**src/rtl/gsd_isqrt.sv**
```systemverilog
// pipelined integer square root, one root bit per register stage
module gsd_isqrt #(
   parameter int F = 15
) (
   input  logic           clock,
   input  logic [2*F+1:0] in_num,
   output logic [F:0]     out_root
);

   localparam int NW = 2 * F + 2;
   localparam int RW = F + 3;
   localparam int ST = F + 1;

   logic [RW-1:0] rem_ff  [ST];
   logic [F:0]    root_ff [ST];
   logic [NW-1:0] num_ff  [ST];

   logic [RW-1:0] rem_src  [ST];
   logic [F:0]    root_src [ST];
   logic [NW-1:0] num_src  [ST];

   logic [RW-1:0] rem_in  [ST];
   logic [F:0]    root_in [ST];
   logic [NW-1:0] num_in  [ST];

   logic [RW+1:0] trial [ST];
   logic [RW+1:0] test  [ST];
   logic          ge    [ST];

   // bring down two bits, compare against 4*root+1
   always_comb begin
      rem_src[0]  = '0;
      root_src[0] = '0;
      num_src[0]  = in_num;
      for (int i = 1; i < ST; i++) begin
         rem_src[i]  = rem_ff[i-1];
         root_src[i] = root_ff[i-1];
         num_src[i]  = num_ff[i-1];
      end
      for (int i = 0; i < ST; i++) begin
         trial[i]   = {rem_src[i], num_src[i][NW-1:NW-2]};
         test[i]    = (RW+2)'({root_src[i], 2'b01});
         ge[i]      = trial[i] >= test[i];
         rem_in[i]  = ge[i] ? RW'(trial[i] - test[i]) : trial[i][RW-1:0];
         root_in[i] = {root_src[i][F-1:0], ge[i]};
         num_in[i]  = {num_src[i][NW-3:0], 2'b00};
      end
   end

   always_ff @(posedge clock) begin
      for (int i = 0; i < ST; i++) begin
         rem_ff[i]  <= rem_in[i];
         root_ff[i] <= root_in[i];
         num_ff[i]  <= num_in[i];
      end
   end

   assign out_root = root_ff[ST-1];

endmodule

```
**config.mk**
```make
export PLATFORM = sky130hd
export DESIGN_NAME = gsd_isqrt
export DESIGN_NICKNAME = d
export VERILOG_FILES = /design/src/rtl/gsd_isqrt.sv
export SDC_FILE = /design/constraint.sdc
export NUM_CORES = 1
export LEC_CHECK = 0
export ABC_AREA = 1
export BUFFER_PORTS_ARGS = -buffer_cell sky130_fd_sc_hd__buf_2
export CAP_MARGIN = 20
export CORE_MARGIN = 2
export CORE_UTILIZATION = 30
export DETAILED_ROUTE_END_ITERATION = 8
export PLACE_DENSITY = 0.45
export REMOVE_ABC_BUFFERS = 1
export SLEW_MARGIN = 20
export SYNTH_ARGS = -nofsm -noshare
export SYNTH_HDL_FRONTEND = slang
export SYNTH_SLANG_ARGS = --single-unit
```
**constraint.sdc**
```tcl
create_clock -name clock -period 1.85 [get_ports clock]
set_input_delay 0.37 -clock clock [delete_from_list [all_inputs] [get_ports clock]]
set_output_delay 0.37 -clock clock [all_outputs]
set_load 0.02 [all_outputs]
```
======== Yosys cells after proc, flatten, opt, wreduce, memory -nomap -nowiden ========
Memories as Yosys holds them, arrays and structs flattened.
Index checks and enable logic that the tools add are counted.
Widths: inputs -> output; s select.
operators by class
  add/subtract/negate cells ............... 16
  $mul .................................... 0
  divide/modulo/power cells ............... 0
  $lt $le $gt $ge ......................... 16
  eq/ne operators ......................... 0
  shift operators ......................... 0
  multiplexer cells ....................... 16
  bitwise gates (word level) .............. 0
  reductions and logical operators ........ 0
operators with widths
  operator             count
  $ge 20x18->1         15
  $mux 18              16
  $sub 18x18->18       15
  $sub 2x1->3 const B  1
  $ge 2x1->1 const B   1
storage, ports and cells
  register bits after elaboration ......... 0
  latch bits .............................. 0
  RAM bits ................................ 1024
  memory bits (read-only) ................. 0
  memories kept ........................... 3
memory list
  memory   depth  width  read ports  clocked after memory_dff  wr ports  line  text
  num_ff   16     30     15          0                         16        16    logic [NW-1:0] num_ff [ST];
  rem_ff   16     18     15          0                         16        14    logic [RW-1:0] rem_ff [ST];
  root_ff  16     16     16          0                         16        15    logic [F:0] root_ff [ST];

======== Logic depth before layout (Yosys ltp) ========
Gate-level depths: netlist (run 1).
An unclocked memory read counts as a cell.
  word-level depth ........................ 3
  mapped depth ............................ 14
  depth with buffers taken out ............ 13

======== Worst setup path before layout (run 1) ========
Ideal clock, no wire load.
  path type ............................... register to register
  start ................................... mem root_ff[0][0] (netlist bit)
  end ..................................... mem rem_ff[0][18] (netlist bit)
  arrival time ............................ 1.606 ns
  required time ........................... 1.718 ns
  slack ................................... 0.111 ns
  cell stages (with the launch flop) ...... 10
  path buffers ............................ 1
  cells stage by stage .................... dfxtp_1 -> inv_1 -> ha_1 -> inv_1 -> o21ai_0 -> inv_1 -> ha_1 -> and2_1 -> clkbuf_1 -> xor2_1
RTL lines
  item         line
  from (decl)  15
  to (decl)    14

==> results.md, run 1 <==
* Status: completed
* Placed inst area at 30,390 µm²
* Cell area power density at 1334 nW/µm²
* Setup violators final at 0
* # clock sinks at 626
* Initial Utilization at 0.3027
* Predominant post-synthesis flop cell: dfxtp_1
* Worst min-delay path category: reg -> reg
* WHS at 0.3079 ns
* Gate power share at 0.314
* Fmax at 563.1 MHz
* Clock Path Buffers at 3
* Final Max Slew Viols at 0
* Layout Skew at 0.03966 ns
* Synthesized flop and latch total at 626
* Crit-path max FO at 3
* CP arrival at 2.33 ns
* IO Port Bufs at 48
* EDFF count, synth at 0
* Worst skew pair latency at 0.64 ns
* Global-route wire length before repair at 110.6 mm
* Power share of the clock group at 0.309
* Final total power at 48,040 µW
* Vias in the first global route at 21,474
* Max-Cap Viols at 0
* DR DRC count at 0
* Rows at 108
* Total internal power at 31,810 µW
* Worst EP required at 2.41 ns
* Critical Path Start Type: flip-flop
* Htree depth at 3
* CTS tree: built
* Synth cell types at 50
* CP Class: reg -> reg
* Hold path start: num_ff[0][32]
* Gr usage total at 0.1531
* Critical Path End Type: flip-flop
* Most frequent cells in the layout: nand2_1 (842), dfxtp_1 (569), inv_1 (477)
* Synth Instances at 3,325
* Sw frac at 0.3379
* Die area at 90,060 µm²
* CTS Buf Count at 72
* Final instance area at 36,020 µm²
* DR WL/cell at 13.72 µm
* Core Region at 86,890 µm²
* Initial antenna violation count at 1
* VDD IR max at 1.021 mV
* Critical R2R Launch: root_ff[1][4]
* Synthesis-to-finish area growth at 36.94%
* Post-DP HPWL at 52.68 mm
* Die width at 300.1 µm
* Seq pwr share at 0.377
* Die height at 300.1 µm
* Fin. Hold Viols at 0
* Router iterations before antenna repair at 5
* Routability cong. at 0.8464
* Vias/cell at 4.260
* Fin nets at 4,034
* Number of antenna diodes at 0
* Commonest non-fill, non-tap cell in the layout: nand2_1
* Ports at 49
* Detailed router's first-iteration violation count at 1,043
* Clk slew on worst S/H paths at 0.06 ns
* Mapped Area at 26,300 µm²
* GRT overflow at 0
* Yosys warnings at 0
* Post-synthesis sequential area ratio at 0.4765
* Pin count of the biggest net entering global routing at 19
* Static leakage at 0.01750 µW
* P_sw at 16,230 µW
* RSZ-0062 raised after global routing: yes
* Syn_area_per_cell at 7.910 µm²
* Vias at 21,562
* Share of cells above drive strength 1 at 0.2782
* Tmin final at 1.776 ns
* Setup_tns at 0 ns
* DRT antenna net count at 0
* Worst setup path start: root_ff[1][4]
* Fraction of registers with async set/reset at 0
* Fin crit share at 0.9600
* CTS root buffer: clkbuf_16
* Drt total wl at 69.44 mm
per-layer routing:
layer  vias to the layer above  global-route usage  wire length, µm
met3                       110             0.02457             2401
met4                         0             0.04905             1837
met2                       314              0.2578            32660
met5                         -                   0                0
met1                      9662              0.1999            32530
li1                      11476                   -                -
worst max-delay path, cell delays in order (launching register included):
cell     delay (ns)
dfxtp_2        0.35
inv_1          0.05
ha_1           0.31
buf_4          0.16
nand2_1        0.06
nand2_1        0.09
buf_4          0.15
nor2_1         0.11
nand2_2        0.11
nand2_1        0.10
nand3_1        0.07
a21oi_1        0.16
sequential cells by signal, indices dropped and copies added, names as in the netlist:
| register | cells |
|---|---|
| num_ff | 240 |
| root_ff | 136 |
| rem_ff | 250 |
final timing paths:
kind	end	slack [ns]	cells past startpoint
min	num_ff[0][64]	0.31	0
max reg2reg	rem_ff[1][29]	0.07	11
max	rem_ff[1][29]	0.07	11
min reg2reg	num_ff[0][64]	0.31	0
stage by stage:
| stage | std cells | setup slack [ns] | utilization |
|---|---|---|---|
| floorplan | 3284 | -0.1462 | - |
| global placement | 4843 | -0.1595 | 0.3497 |
| detailed placement | 4843 | -0.1753 | 0.3497 |
| CTS | 5030 | 0.001174 | 0.3910 |
| global route | 5062 | -0.01477 | 0.4145 |
| finish | 5062 | 0.07402 | 0.4145 |
cells by family (layout without fill, tap and decap cells):
| family | Yosys count | after routing | share of synthesized area |
|---|---|---|---|
| buffers and inverters | 549 | 1127 | 0.08715 |
| xor gates and xnor gates | 100 | 100 | 0.03330 |
| other | 1 | 1 | 0.0001426 |
| AOI/OAI and AO/OA | 324 | 324 | 0.07454 |
| adders and majority gates | 153 | 153 | 0.07278 |
| and+or+nand+nor | 1572 | 1576 | 0.2556 |
| DFF | 626 | 626 | 0.4765 |
cell type report:
type | instances | area (µm²)
clock inverters | 33 | 478.0
repair buffers | 483 | 3839
repair inverters | 3 | 26.28
inverters | 508 | 1967
flip-flops and latches | 626 | 12600
multi-input cells | 2154 | 13560
well taps | 1155 | 1445
fillers | 8752 | 50870
clock buffers | 100 | 2097
timing repair:
| item | 4_1_cts | 5_1_grt |
|---|---|---|
| pin swaps | 19 | 101 |
| buffers inserted | 17 | 26 |
| cloned | 4 | 6 |
| gates resized for setup | 105 | 362 |
| endpoints found under the hold margin | 33 | 0 |
| hold buffers | 33 | 0 |
| endpoints found under the setup margin | 149 | 234 |
synth_stat cells, types with 2 or more instances:
library cell | n | area [µm²]
o21ai_1 | 15 | 75.07
buf_4 | 23 | 172.7
a21oi_2 | 36 | 315.3
o21a_1 | 7 | 52.55
xor2_1 | 60 | 525.5
and3_1 | 4 | 25.02
a21oi_1 | 130 | 650.6
nand2_2 | 15 | 93.84
and2_1 | 2 | 12.51
nor2_2 | 14 | 87.58
xnor2_1 | 40 | 350.3
nand3b_1 | 28 | 210.2
nand3_4 | 2 | 35.03
a21o_1 | 3 | 22.52
o21ai_2 | 37 | 324.1
or2_2 | 7 | 43.79
buf_6 | 15 | 168.9
o21bai_1 | 3 | 22.52
o21ai_0 | 84 | 420.4
nor2_4 | 7 | 78.83
nand4_1 | 47 | 294.0
inv_4 | 4 | 25.02
nand2_1 | 914 | 3431
nand2_4 | 5 | 56.30
o211ai_1 | 4 | 30.03
ha_1 | 153 | 1914
nand3_1 | 210 | 1051
dfxtp_1 | 626 | 12530
nor2_1 | 276 | 1036
inv_2 | 10 | 37.54
nor4_1 | 3 | 18.77
inv_1 | 492 | 1847
nand3_2 | 3 | 30.03
nor3_1 | 30 | 150.1
power groups by stage:
| stage | Combinational (µW) | Clock, µW | Sequential, µW |
|---|---|---|---|
| global placement | 13100 | 0 | 18100 |
| finish | 15100 | 14900 | 18100 |
| global route | 17000 | 15900 | 18400 |
| floorplan | 8310 | 0 | 17300 |
| CTS | 13600 | 15400 | 17900 |
| detailed placement | 13000 | 0 | 18100 |
No activity file was read; power rests on OpenSTA's default activity.
==> run 2, diff against run 1 <==
BUFFER_PORTS_ARGS = not set   (was -buffer_cell sky130_fd_sc_hd__buf_2)
CORE_UTILIZATION = 57   (was 30)
DONT_BUFFER_PORTS = 1   (was not set)
PLACE_DENSITY = 0.74   (was 0.45)
==> results.md, run 2 (same netlist as run 1, synthesis figures left out) <==
* Status: finished, violations left
* Failing checks: negative setup slack
* Worst min-delay path category: in -> reg
* Worst skew pair latency at 0.63 ns
* Fin. Hold Viols at 0
* # clock sinks at 626
* Most frequent cells in the layout: nand2_1 (822), dfxtp_1 (550), inv_1 (479)
* Tmin final at 1.991 ns
* Die width at 218.8 µm
* Die height at 218.8 µm
* Fin crit share at 1.076
* Vias/cell at 5.150
* Pin count of the biggest net entering global routing at 25
* Ports at 49
* Htree depth at 2
* Setup violators final at 14
* Placed inst area at 28,510 µm²
* Initial Utilization at 0.5783
* CTS tree: built
* Setup slack after layout at -0.1413 ns
* Reg2reg path depth at 12
* Critical Path Start Type: flip-flop
* Clock Path Buffers at 3
* Clk slew on worst S/H paths at 0.07 ns
* Router iterations before antenna repair at 6
* Gr usage total at 0.2720
* Top reg by flops: rem_ff
* Critical Path End Type: flip-flop
* DR WL/cell at 16.16 µm
* Fin nets at 3,857
* Vias at 22,251
* GRT overflow at 0
* VDD IR max at 1.031 mV
* Synthesis-to-finish area growth at 28.14%
* Crit-path max FO at 6
* Die area at 47,880 µm²
* Static leakage at 0.01666 µW
* Layout Skew at 0.02706 ns
* Routability cong. at 0.9330
* CTS root buffer: clkbuf_16
* Global-route wire length before repair at 104.2 mm
* CTS Buf Count at 61
* Critical R2R Launch: root_ff[1][83]
* R2R Setup Slk at -0.14 ns
* RSZ-0062 raised after global routing: yes
* Setup_tns at -0.7050 ns
* IO Port Bufs at 0
* Crit path to: rem_ff[1][113]
* DR DRC count at 0
* Commonest non-fill, non-tap cell in the layout: nand2_1
* Share of cells above drive strength 1 at 0.2502
* Post-layout utilization of the core at 0.7411
* CP arrival at 2.54 ns
* Worst EP required at 2.39 ns
* RR Endpoint: rem_ff[1][113]
* Final instance area at 33,700 µm²
* CP Class: reg -> reg
* Fmax at 502.2 MHz
* Cell area power density at 1363 nW/µm²
* Detailed router's first-iteration violation count at 1,568
* Initial antenna violation count at 2
* Max reg flops at 250
* Rows at 78
* Post-DP HPWL at 49.07 mm
* Final Max Slew Viols at 0
* Worst setup path start: root_ff[1][83]
* Drt total wl at 69.81 mm
* Max-Cap Viols at 0
* Top Registers: rem_ff: 250 flops, num_ff: 240 flops, root_ff: 136 flops
* Core Region at 45,480 µm²
* Vias in the first global route at 21,530
* Number of antenna diodes at 0
* DRT antenna net count at 0
[run 2: report_power, final]
group	leakage, µW	internal [µW]	switching [µW]	total [µW]
clock network	0.00103	7550	5330	12900
registers	0.00522	16000	2260	18300
logic	0.0104	6420	8340	14800
[run 2: worst min path at each step]
| stage | start | to | slack [ns] | depth (start not counted) |
|---|---|---|---|---|
| global route | in_num[19] | num_ff[0][19] | 0.26 | 1 |
| floorplan | num_ff[0][68] | num_ff[0][100] | 0.31 | 0 |
| finish | in_num[22] | num_ff[0][22] | 0.28 | 1 |
| CTS | in_num[22] | num_ff[0][22] | 0.25 | 1 |
| global placement | num_ff[1][114] | num_ff[1][146] | 0.31 | 0 |
| detailed placement | num_ff[0][68] | num_ff[0][100] | 0.31 | 0 |
[run 2: timing repair]
item | CTS | global route
pin swaps | 11 | 95
hold buffers | 33 | 0
buffers inserted | 5 | 39
hold endpoints to repair | 33 | 0
setup endpoints to repair | 144 | 244
gates resized for setup | 81 | 414
gates cloned | 3 | 9
[run 2: worst max-delay path, stage by stage (launching register included)]
cell	delay [ns]
dfxtp_2	0.34
inv_2	0.05
ha_4	0.23
nand2_4	0.07
nand2_4	0.05
a21oi_2	0.18
nand2_2	0.10
nand2_2	0.11
nand2_2	0.08
nor2_4	0.29
clkbuf_16	0.24
nand2_4	0.05
o21ai_1	0.11
[run 2: layout make-up]
class,count,area [µm²]
tap,600,750.7
timing repair inverter,3,31.28
timing repair buffer,319,2724
inverter,508,1967
multi-input combinational,2152,13470
clock buffer,79,1715
fill,3342,11780
sequential,626,12640
clock inverter,34,405.4
[run 2: routing by layer]
metal,vias to the layer above,part of all wire,GRT usage,wire length [µm]
li1,11123,-,-,-
met1,10287,0.42,0.3306,29010
met2,647,0.50,0.4937,35080
met3,194,0.048,0.03784,3380
met4,0,0.033,0.08896,2332
met5,-,0,0,0
[run 2: stage by stage]
stage / setup slack [ns] / cells / hold slack [ns] / power [µW]
after detailed placement: -0.2024 / 4119 / 0.3121 / 30250
after floorplan: -0.1462 / 3284 / 0.3096 / 25650
after global placement: -0.1987 / 4119 / 0.3097 / 30040
after global routing: -0.1675 / 4321 / 0.2570 / 48430
final: -0.1413 / 4321 / 0.2772 / 45940
after CTS: -0.001159 / 4273 / 0.2534 / 43560
