## src/rtl/gsd_div.sv

```systemverilog
// pipelined restoring divider, one quotient bit per register stage
module gsd_div #(
   parameter int DW = 16,
   parameter int QB = 15
) (
   input  logic          clock,
   input  logic [DW-1:0] in_hi,
   input  logic [QB-1:0] in_lo,
   input  logic [DW-1:0] in_den,
   output logic [QB-1:0] out_quo
);

   logic [DW-1:0] rem_ff [QB];
   logic [QB-1:0] lo_ff  [QB];
   logic [DW-1:0] den_ff [QB];
   logic [QB-1:0] quo_ff [QB];

   logic [DW-1:0] rem_src [QB];
   logic [QB-1:0] lo_src  [QB];
   logic [DW-1:0] den_src [QB];
   logic [QB-1:0] quo_src [QB];

   logic [DW-1:0] rem_in [QB];
   logic [QB-1:0] lo_in  [QB];
   logic [QB-1:0] quo_in [QB];

   logic [DW:0] trial [QB];
   logic        ge    [QB];

   // each stage shifts in one numerator bit and tries one subtract
   always_comb begin
      rem_src[0] = in_hi;
      lo_src[0]  = in_lo;
      den_src[0] = in_den;
      quo_src[0] = '0;
      for (int i = 1; i < QB; i++) begin
         rem_src[i] = rem_ff[i-1];
         lo_src[i]  = lo_ff[i-1];
         den_src[i] = den_ff[i-1];
         quo_src[i] = quo_ff[i-1];
      end
      for (int i = 0; i < QB; i++) begin
         trial[i]  = {rem_src[i], lo_src[i][QB-1]};
         ge[i]     = trial[i] >= {1'b0, den_src[i]};
         rem_in[i] = ge[i] ? DW'(trial[i] - {1'b0, den_src[i]}) : trial[i][DW-1:0];
         lo_in[i]  = {lo_src[i][QB-2:0], 1'b0};
         quo_in[i] = {quo_src[i][QB-2:0], ge[i]};
      end
   end

   always_ff @(posedge clock) begin
      for (int i = 0; i < QB; i++) begin
         rem_ff[i] <= rem_in[i];
         lo_ff[i]  <= lo_in[i];
         den_ff[i] <= den_src[i];
         quo_ff[i] <= quo_in[i];
      end
   end

   assign out_quo = quo_ff[QB-1];

endmodule

```

## config.mk

```make
export PLATFORM = sky130hd
export DESIGN_NAME = gsd_div
export DESIGN_NICKNAME = d
export VERILOG_FILES = /design/src/rtl/gsd_div.sv
export SDC_FILE = /design/constraint.sdc
export NUM_CORES = 1
export LEC_CHECK = 0
export ABC_AREA = 0
export BUFFER_PORTS_ARGS = -buffer_cell sky130_fd_sc_hd__buf_2
export CORE_MARGIN = 1.5
export CORE_UTILIZATION = 60
export DETAILED_ROUTE_END_ITERATION = 8
export GPL_TIMING_DRIVEN = 1
export PLACE_DENSITY = 0.8
export SETUP_SLACK_MARGIN = 0.3
export SLEW_MARGIN = 10
export SYNTH_ARGS = -nofsm -noshare
export SYNTH_HDL_FRONTEND = slang
export SYNTH_SLANG_ARGS = --single-unit
```

## constraint.sdc

```tcl
create_clock -name clock -period 3.15 [get_ports clock]
set_input_delay 0.1575 -clock clock [delete_from_list [all_inputs] [get_ports clock]]
set_output_delay 0.1575 -clock clock [all_outputs]
set_load 0.01 [all_outputs]
```

Word level (Yosys, flattened, before mapping)
Memories as Yosys holds them, arrays and structs flattened.
Index checks and enable logic that the tools add are counted.
Cells by class
  add/sub/neg operators: 15
  magnitude comparators: 15
  mux-type cells: 15
Operators by type and width (number)
  greater-or-equal comparator 17 x 16 -> 1 bit: 15
  2-to-1 mux 16 bit: 15
  subtractor 16 bit: 15
Storage, ports and cells
  flip-flop bits (word level): 0
  output and inout bits: 15
  bits of input ports: 48
  bits in writable memories: 915
  logic and storage cells: 49
  memories: 4
Memory list
  den_ff: depth 15, width 16, read ports 14, clocked after Yosys merged registers in 0, wr ports 15, RTL line 15  | logic [DW-1:0] den_ff [QB];
  rem_ff: depth 15, width 16, read ports 14, clocked after Yosys merged registers in 0, wr ports 15, RTL line 13  | logic [DW-1:0] rem_ff [QB];
  quo_ff: depth 15, width 15, read ports 15, clocked after Yosys merged registers in 0, wr ports 15, RTL line 16  | logic [QB-1:0] quo_ff [QB];
  lo_ff: depth 15, width 14, read ports 14, clocked after Yosys merged registers in 0, wr ports 15, RTL line 14  | logic [QB-1:0] lo_ff [QB];

Depth between registers and ports, before layout
Gate-level depths: netlist (run 1).
An unclocked memory read counts as a cell.
  depth in word-level cells: 3
  depth in mapped cells: 12
  depth with buffers taken out: 11

Worst setup path before layout (run 1)
No wires, ideal clock.
  path type: flip-flop to flip-flop
  from: memory den_ff[4][1] (netlist: den_ff[0][65])
  to: memory rem_ff[5][8] (netlist: rem_ff[0][88])
  arrival: 2629 ps
  stages on the path, launching flop included: 13
  path buffers: 2
  data required time: 3029 ps
  slack: 400 ps
  path through: dfxtp_1 inv_1 ha_1 nor2b_1 o31a_1 o31a_1 o41ai_4 o21ai_2 o21ai_1 o211a_1 buf_6 buf_12 mux2_4
RTL lines (RTL line)
  from (decl): 15
  to (decl): 13

==> flow_summary.yaml, run 1 <==
drt:
  vias_per_cell: 5.48
  wl_per_cell_um: 15.5
  num_vias: 19500
  routed_wl_um: 55300
  drc_errors: 0
  ant_nets: 0
  first_iter_violations: 1064
  first_pass_iters: 5
floorplanning:
  die_area_mm2: 0.0476
  start_util: 0.610
  rows: 78
  die_y_um: 218
  ios: 63
  fp.dieW_um: 218
  core_mm2: 0.0455
power_and_ir_drop:
  leakage_nw: 14.7
  vdd_ir_drop_max_v: 0.000704
  finalPower_mw: 36.9
  power_density_mw_per_mm2: 1150
clocking:
  clk_path_buf_depth: 3
  insertion_delay_ns: 0.60
  cts_sinks: 673
  cts_htree_levels: 3
  cts-root-buf: "clkbuf_16"
  cts_tree: "yes"
  clk_pin_slew_worst_paths_ns: 0.06
  cts_buffers: 69
placed_design:
  place_hpwl_um: 40100
  gp_congestion: 0.909
  portBuffers: 62
yosys:
  synth_cells: 2723
  synth-seq-area-share: 0.485
  syn_nets: 3025
  ys.flop_type: "dfxtp_1"
  synthArstFlopShare: 0
  synth-edff-count: 0
  ys_warn_count: 0
  synthesis.area_mm2: 0.0278
  synth_seq_cells: 673
  syn_avg_cell_area_um2: 10.2
  synth_cell_type_count: 78
critical_path:
  required_ns: 3.63
  ff2ff_path_depth: 12
  crit_path_start_kind: "register"
  endpoint_kind: "register"
  cp.depth: 12
  cp_cell_sequence: "inv_2, ha_4, nor2b_4, o31a_1, o31a_1, o41ai_4, o21ai_2, o21ai_2, o211a_1, buf_12, buf_8, mux2_4"
  critPathBufInv: 3
  cp.arrival_ns: 3.38
  cp_top_family: "compound AO/OA/AOI/OAI gates"
  slowest_stage: "o41ai_4"
  critPathKind: "reg -> reg"
  cpPeakStageDelay_ns: 0.39
  critPathMaxFanout: 8
global_route:
  grt_pass1_vias: 19200
  grt_max_degree: 34
  track_usage: 0.229
  grt_pass1_wl_um: 89200
  overflow: 0
  antenna_found_initial: 1
sta:
  fmax_mhz: 344
  rsz0062_at_grt: "yes"
  fin_crit_sh: 0.922
  worst_pin_slew_ns: 0.703
  finalHoldViolCount: 0
  setup-violations-final: 0
  maxSlewViolCount: 0
  clock_skew_ns: 0.0163
  relSlewSlack: 0.519
  period_minus_slack_ns: 2.90
  fin_tns_setup_ns: 0
worst_hold_path:
  worstHoldPathCells: 5
  holdCritPathClass: "in -> reg"
cells_and_area:
  diodes: 0
  area_delta_synth_final_pct: 15.5
  layout-drive-gt1-share: 0.150
  finalNetCount: 3206
run_status:
  status: "finished clean"
flow_run:
  cap_violations: 0
[synth_stat cells (34+ instances only)]
cell type | count | area share
mux2_2 | 137 | 0.056
nor2_1 | 170 | 0.023
inv_1 | 328 | 0.044
a21oi_1 | 169 | 0.030
nand2_1 | 113 | 0.015
xnor2_1 | 99 | 0.031
dfxtp_1 | 673 | 0.49
nor2b_1 | 39 | 0.0088
nand4_1 | 34 | 0.0077
o21ai_0 | 106 | 0.019
nand3_1 | 54 | 0.0097
nor3_1 | 51 | 0.0092
mux2i_1 | 34 | 0.012
o21a_1 | 40 | 0.011
a21o_1 | 37 | 0.010
ha_1 | 240 | 0.11
xor2_1 | 45 | 0.014
[worst reg2reg max path: cells and delay by family, from the launching register on]
family                     cells  cell delay, ns
and+or+nand+nor                1            0.12
DFF                            1            0.34
muxes                          1            0.30
adders and majority gates      1            0.21
buffers and inverters          3            0.32
AOI/OAI and AO/OA              6            1.50
[kinds of logic (layout without fill, tap and decap cells)]
| logic type | Yosys count | after routing | synth area share |
|---|---|---|---|
| AO/OA/AOI/OAI | 537 | 537 | 0.126 |
| XOR/XNOR | 144 | 144 | 0.0454 |
| adder cells (fa/ha/maj) | 254 | 254 | 0.118 |
| buffers and inverters | 377 | 613 | 0.0553 |
| flip-flops | 673 | 673 | 0.485 |
| multiplexers | 178 | 178 | 0.0716 |
| AND/OR/NAND/NOR | 560 | 560 | 0.0980 |
[cells in the final DEF, fill, tap and decap left out, types with 34 or more instances in the layout]
cell and instances:
a21o_1 37, a21oi_1 159, buf_2 62, buf_4 37, clkbuf_16 69, dfxtp_1 670
dlygate4sd3_1 48, ha_1 237, inv_1 327, mux2_2 130, mux2i_1 34, nand2_1 113
nand3_1 54, nand4_1 34, nor2_1 170, nor2b_1 38, nor3_1 50, o21a_1 40
o21ai_0 103, xnor2_1 99, xor2_1 45
[final cells by class]
class	instances	area (um2)
clock buffer	96	1970
timing repair buffer	159	1260
tap	600	751
clock inverter	30	314
fill	3236	13400
sequential	673	13500
inverter	328	1230
multi-input combinational	1673	13100
[stage by stage]
| stage | setup slack, ns | instance area [um2] | std cells | hold WS (ns) | utilization |
|---|---|---|---|---|---|
| 5_1_grt | 0.167 | 32100 | 3559 | 0.151 | 0.705 |
| 6_report | 0.247 | 32100 | 3559 | 0.136 | 0.705 |
| 3_5_place_dp | 0.0523 | 28800 | 3365 | 0.261 | 0.633 |
| 2_1_floorplan | 0.400 | 27800 | 2723 | 0.185 | - |
| 4_1_cts | 0.301 | 31600 | 3542 | 0.123 | 0.695 |
| 3_3_place_gp | 0.217 | 28800 | 3365 | 0.260 | 0.633 |
[registers in the layout, indices dropped and copies added, names as in the netlist]
signal / count
den_ff: 224
lo_ff: 105
quo_ff: 120
rem_ff: 224
[power breakdown]
part / internal [mW] / leakage [nW] / switching, mW
Clock: 4.81 / 1.13 / 3.24
Combinational: 8.14 / 7.88 / 8.41
Sequential: 11.1 / 5.68 / 1.23
Total: 24.0 / 14.7 / 12.9
[what timing repair did]
item,in CTS,in global routing
resized for setup,9,66
pin swaps,5,12
hold buffers,48,0
setup buffers,3,17
setup endpoints to repair,97,160
endpoints found under the hold margin,46,0
[path summary, 6_finish.rpt]
path | start | end | slack (ns)
worst max register to register | den_ff[0][65]$_DFF_P_ | rem_ff[0][91]$_DFF_P_ | 0.25
worst min register to register | quo_ff[1][18]$_DFF_P_ | quo_ff[1][34]$_DFF_P_ | 0.32
worst min-delay path | in_hi[15] | quo_ff[0][0]$_DFF_P_ | 0.14
worst max-delay path | den_ff[0][65]$_DFF_P_ | rem_ff[0][91]$_DFF_P_ | 0.25
[per-layer routing]
layer,up-vias,GRT usage,routed length (um)
met4,2,0.111,2000
met3,128,0.0370,2450
met1,9154,0.276,24300
li1,9730,-,-
met5,-,0,13
met2,481,0.397,26500
(Power assumes the default switching activity.)
==> run 2, diff against run 1 <==
--- a/config.mk
+++ b/config.mk
@@ -9,6 +9,7 @@
 export BUFFER_PORTS_ARGS = -buffer_cell sky130_fd_sc_hd__buf_2
 export CORE_MARGIN = 1.5
 export CORE_UTILIZATION = 60
+export CTS_BUF_LIST = sky130_fd_sc_hd__clkbuf_4
 export DETAILED_ROUTE_END_ITERATION = 8
 export GPL_TIMING_DRIVEN = 1
 export PLACE_DENSITY = 0.8
==> constraint.sdc (replaced) <==
create_clock -name clock -period 3.1 [get_ports clock]
set_input_delay 0.155 -clock clock [delete_from_list [all_inputs] [get_ports clock]]
set_output_delay 0.155 -clock clock [all_outputs]
set_load 0.01 [all_outputs]
==> run 2 against run 1 <==
Compared with the run above:
- clock power is 10% lower
- non-clock buffer count rose by 51
- final cell count increased by 6.3%
- critical path type is now in -> reg
- largest cell class unchanged
- largest power group unchanged
==> flow_summary.yaml, run 2 (synthesized netlist as in run 1, its figures left out) <==
floorplanning:
  core_mm2: 0.0455
  die_area_mm2: 0.0476
  fp.dieW_um: 218
  start_util: 0.610
  ios: 63
  rows: 78
  die_y_um: 218
drt:
  wl_per_cell_um: 15.8
  top_layer: "met4"
  first_iter_violations: 1191
  wl_met3_um: 3100
  ant_nets: 0
  met2WireLength_um: 29400
  drt-met1-wl_um: 25000
  vias_per_cell: 5.43
  num_vias: 20600
  first_pass_iters: 7
  drc_errors: 0
  routed_wl_um: 59700
clocking:
  clk_path_buf_depth: 3
  cts_htree_levels: 4
  insertion_delay_ns: 1.00
  cts_sinks: 673
  cts_buffers: 165
  clk_pin_slew_worst_paths_ns: 0.08
  cts-root-buf: "clkbuf_4"
  cts_tree: "yes"
critical_path:
  critPathKind: "in -> reg"
  critPathMaxFanout: 8
  endpoint_kind: "register"
  required_ns: 3.99
  crit_path_start_kind: "input pin"
  cp.arrival_ns: 3.64
sta:
  finalHoldViolCount: 0
  period_minus_slack_ns: 2.75
  relSlewSlack: 0.535
  maxSlewViolCount: 0
  clock_skew_ns: 0.0495
  fin_crit_sh: 0.886
  rsz0062_at_grt: "yes"
  fin_tns_setup_ns: 0
  setup-violations-final: 0
  worst_pin_slew_ns: 0.694
  fmax_mhz: 364
global_route:
  grt_max_degree: 34
  overflow: 0
  grt_pass1_wl_um: 94500
  grt_pass1_vias: 20300
  antenna_found_initial: 2
  track_usage: 0.247
cells_and_area:
  mostFrequentLayoutCells: "dfxtp_1 (666), inv_1 (326), clkbuf_4 (236), ha_1 (234), nor2_1 (170)"
  finalNetCount: 3354
  nFillCells: 3244
  multi_input_area_mm2: 0.0132
  area_delta_synth_final_pct: 17.5
  regArea_mm2: 0.0135
  layout-drive-gt1-share: 0.193
  final_common_cell: "dfxtp_1"
  reg_top3: "den_ff x224, rem_ff x224, quo_ff x120"
  final_design_area_no_fill_mm2: 0.0326
flow_run:
  cap_violations: 0
power_and_ir_drop:
  leakage_nw: 15.0
  vdd_ir_drop_max_v: 0.000751
  power_density_mw_per_mm2: 1130
placed_design:
  gp_congestion: 0.907
  place_hpwl_um: 41200
  portBuffers: 62
  dpl_cell_area_mm2: 0.0288
run_status:
  status: "finished clean"
worst_hold_path:
  holdCritPathClass: "in -> reg"
-- run 2: through the flow --
stage,hold slack [ns],util,power (mW),cells,setup slack [ns]
2_1_floorplan,0.183,-,24.9,2723,0.350
3_5_place_dp,0.259,0.633,28.4,3363,0.0614
4_1_cts,0.159,0.703,36.1,3756,0.299
3_3_place_gp,0.258,0.633,27.7,3363,0.219
6_report,0.0861,0.717,36.9,3782,0.352
5_1_grt,-0.0114,0.717,39.6,3782,0.234
-- run 2: final timing paths --
| kind | start | endpoint | slack, ns | cells after the start |
|---|---|---|---|---|
| worst min-delay path | in_hi[15] | rem_ff[0][13]$_DFF_P_ | 0.09 | 5 |
| worst min register to register | lo_ff[0][94]$_DFF_P_ | lo_ff[0][109]$_DFF_P_ | 0.31 | 0 |
| worst max-delay path | in_den[0] | rem_ff[0][0]$_DFF_P_ | 0.35 | 14 |
| worst max register to register | den_ff[1][65]$_DFF_P_ | rem_ff[1][94]$_DFF_P_ | 0.36 | 10 |
-- run 2: final cells by class --
class                   instances  share of cell area
diodes                          6            0.000460
multi-input cells            1674               0.404
repair buffers                210              0.0566
clock inverters                55              0.0105
inverters                     328              0.0378
flip-flops and latches        673               0.413
well taps                     600              0.0230
clock buffers                 236              0.0543
-- run 2: critical path, stage by stage --
cell and delay [ns]:
dlygate4sd3_1 0.52, buf_2 0.09, dlygate4sd3_1 0.58, ha_2 0.20
nor2b_1 0.07, o31a_1 0.33, o31a_1 0.40, o21ai_4 0.20
o2111ai_4 0.17, o21ai_4 0.18, and2_4 0.20, clkbuf_16 0.17
buf_4 0.13, mux2i_1 0.25
-- run 2: metal layers --
metal	up-vias	global-route usage
met5	-	0
met4	0	0.117
met3	162	0.0635
met2	633	0.428
met1	9616	0.284
li1	10100	-
-- run 2: power breakdown --
group          leakage, nW  total, mW  internal, mW  switching (mW)
clock network         1.24       7.23          3.84            3.39
registers             5.68       12.5          11.3            1.25
logic                 8.13       17.2          8.42            8.77
-- run 2: repair_timing --
item / in CTS / in global routing
buffers inserted: 6 / 18
endpoints found under the hold margin: 47 / 1
gates cloned: 1 / 3
pin swaps: 8 / 41
setup endpoints to repair: 104 / 185
hold buffers: 95 / 1
resized for setup: 14 / 87
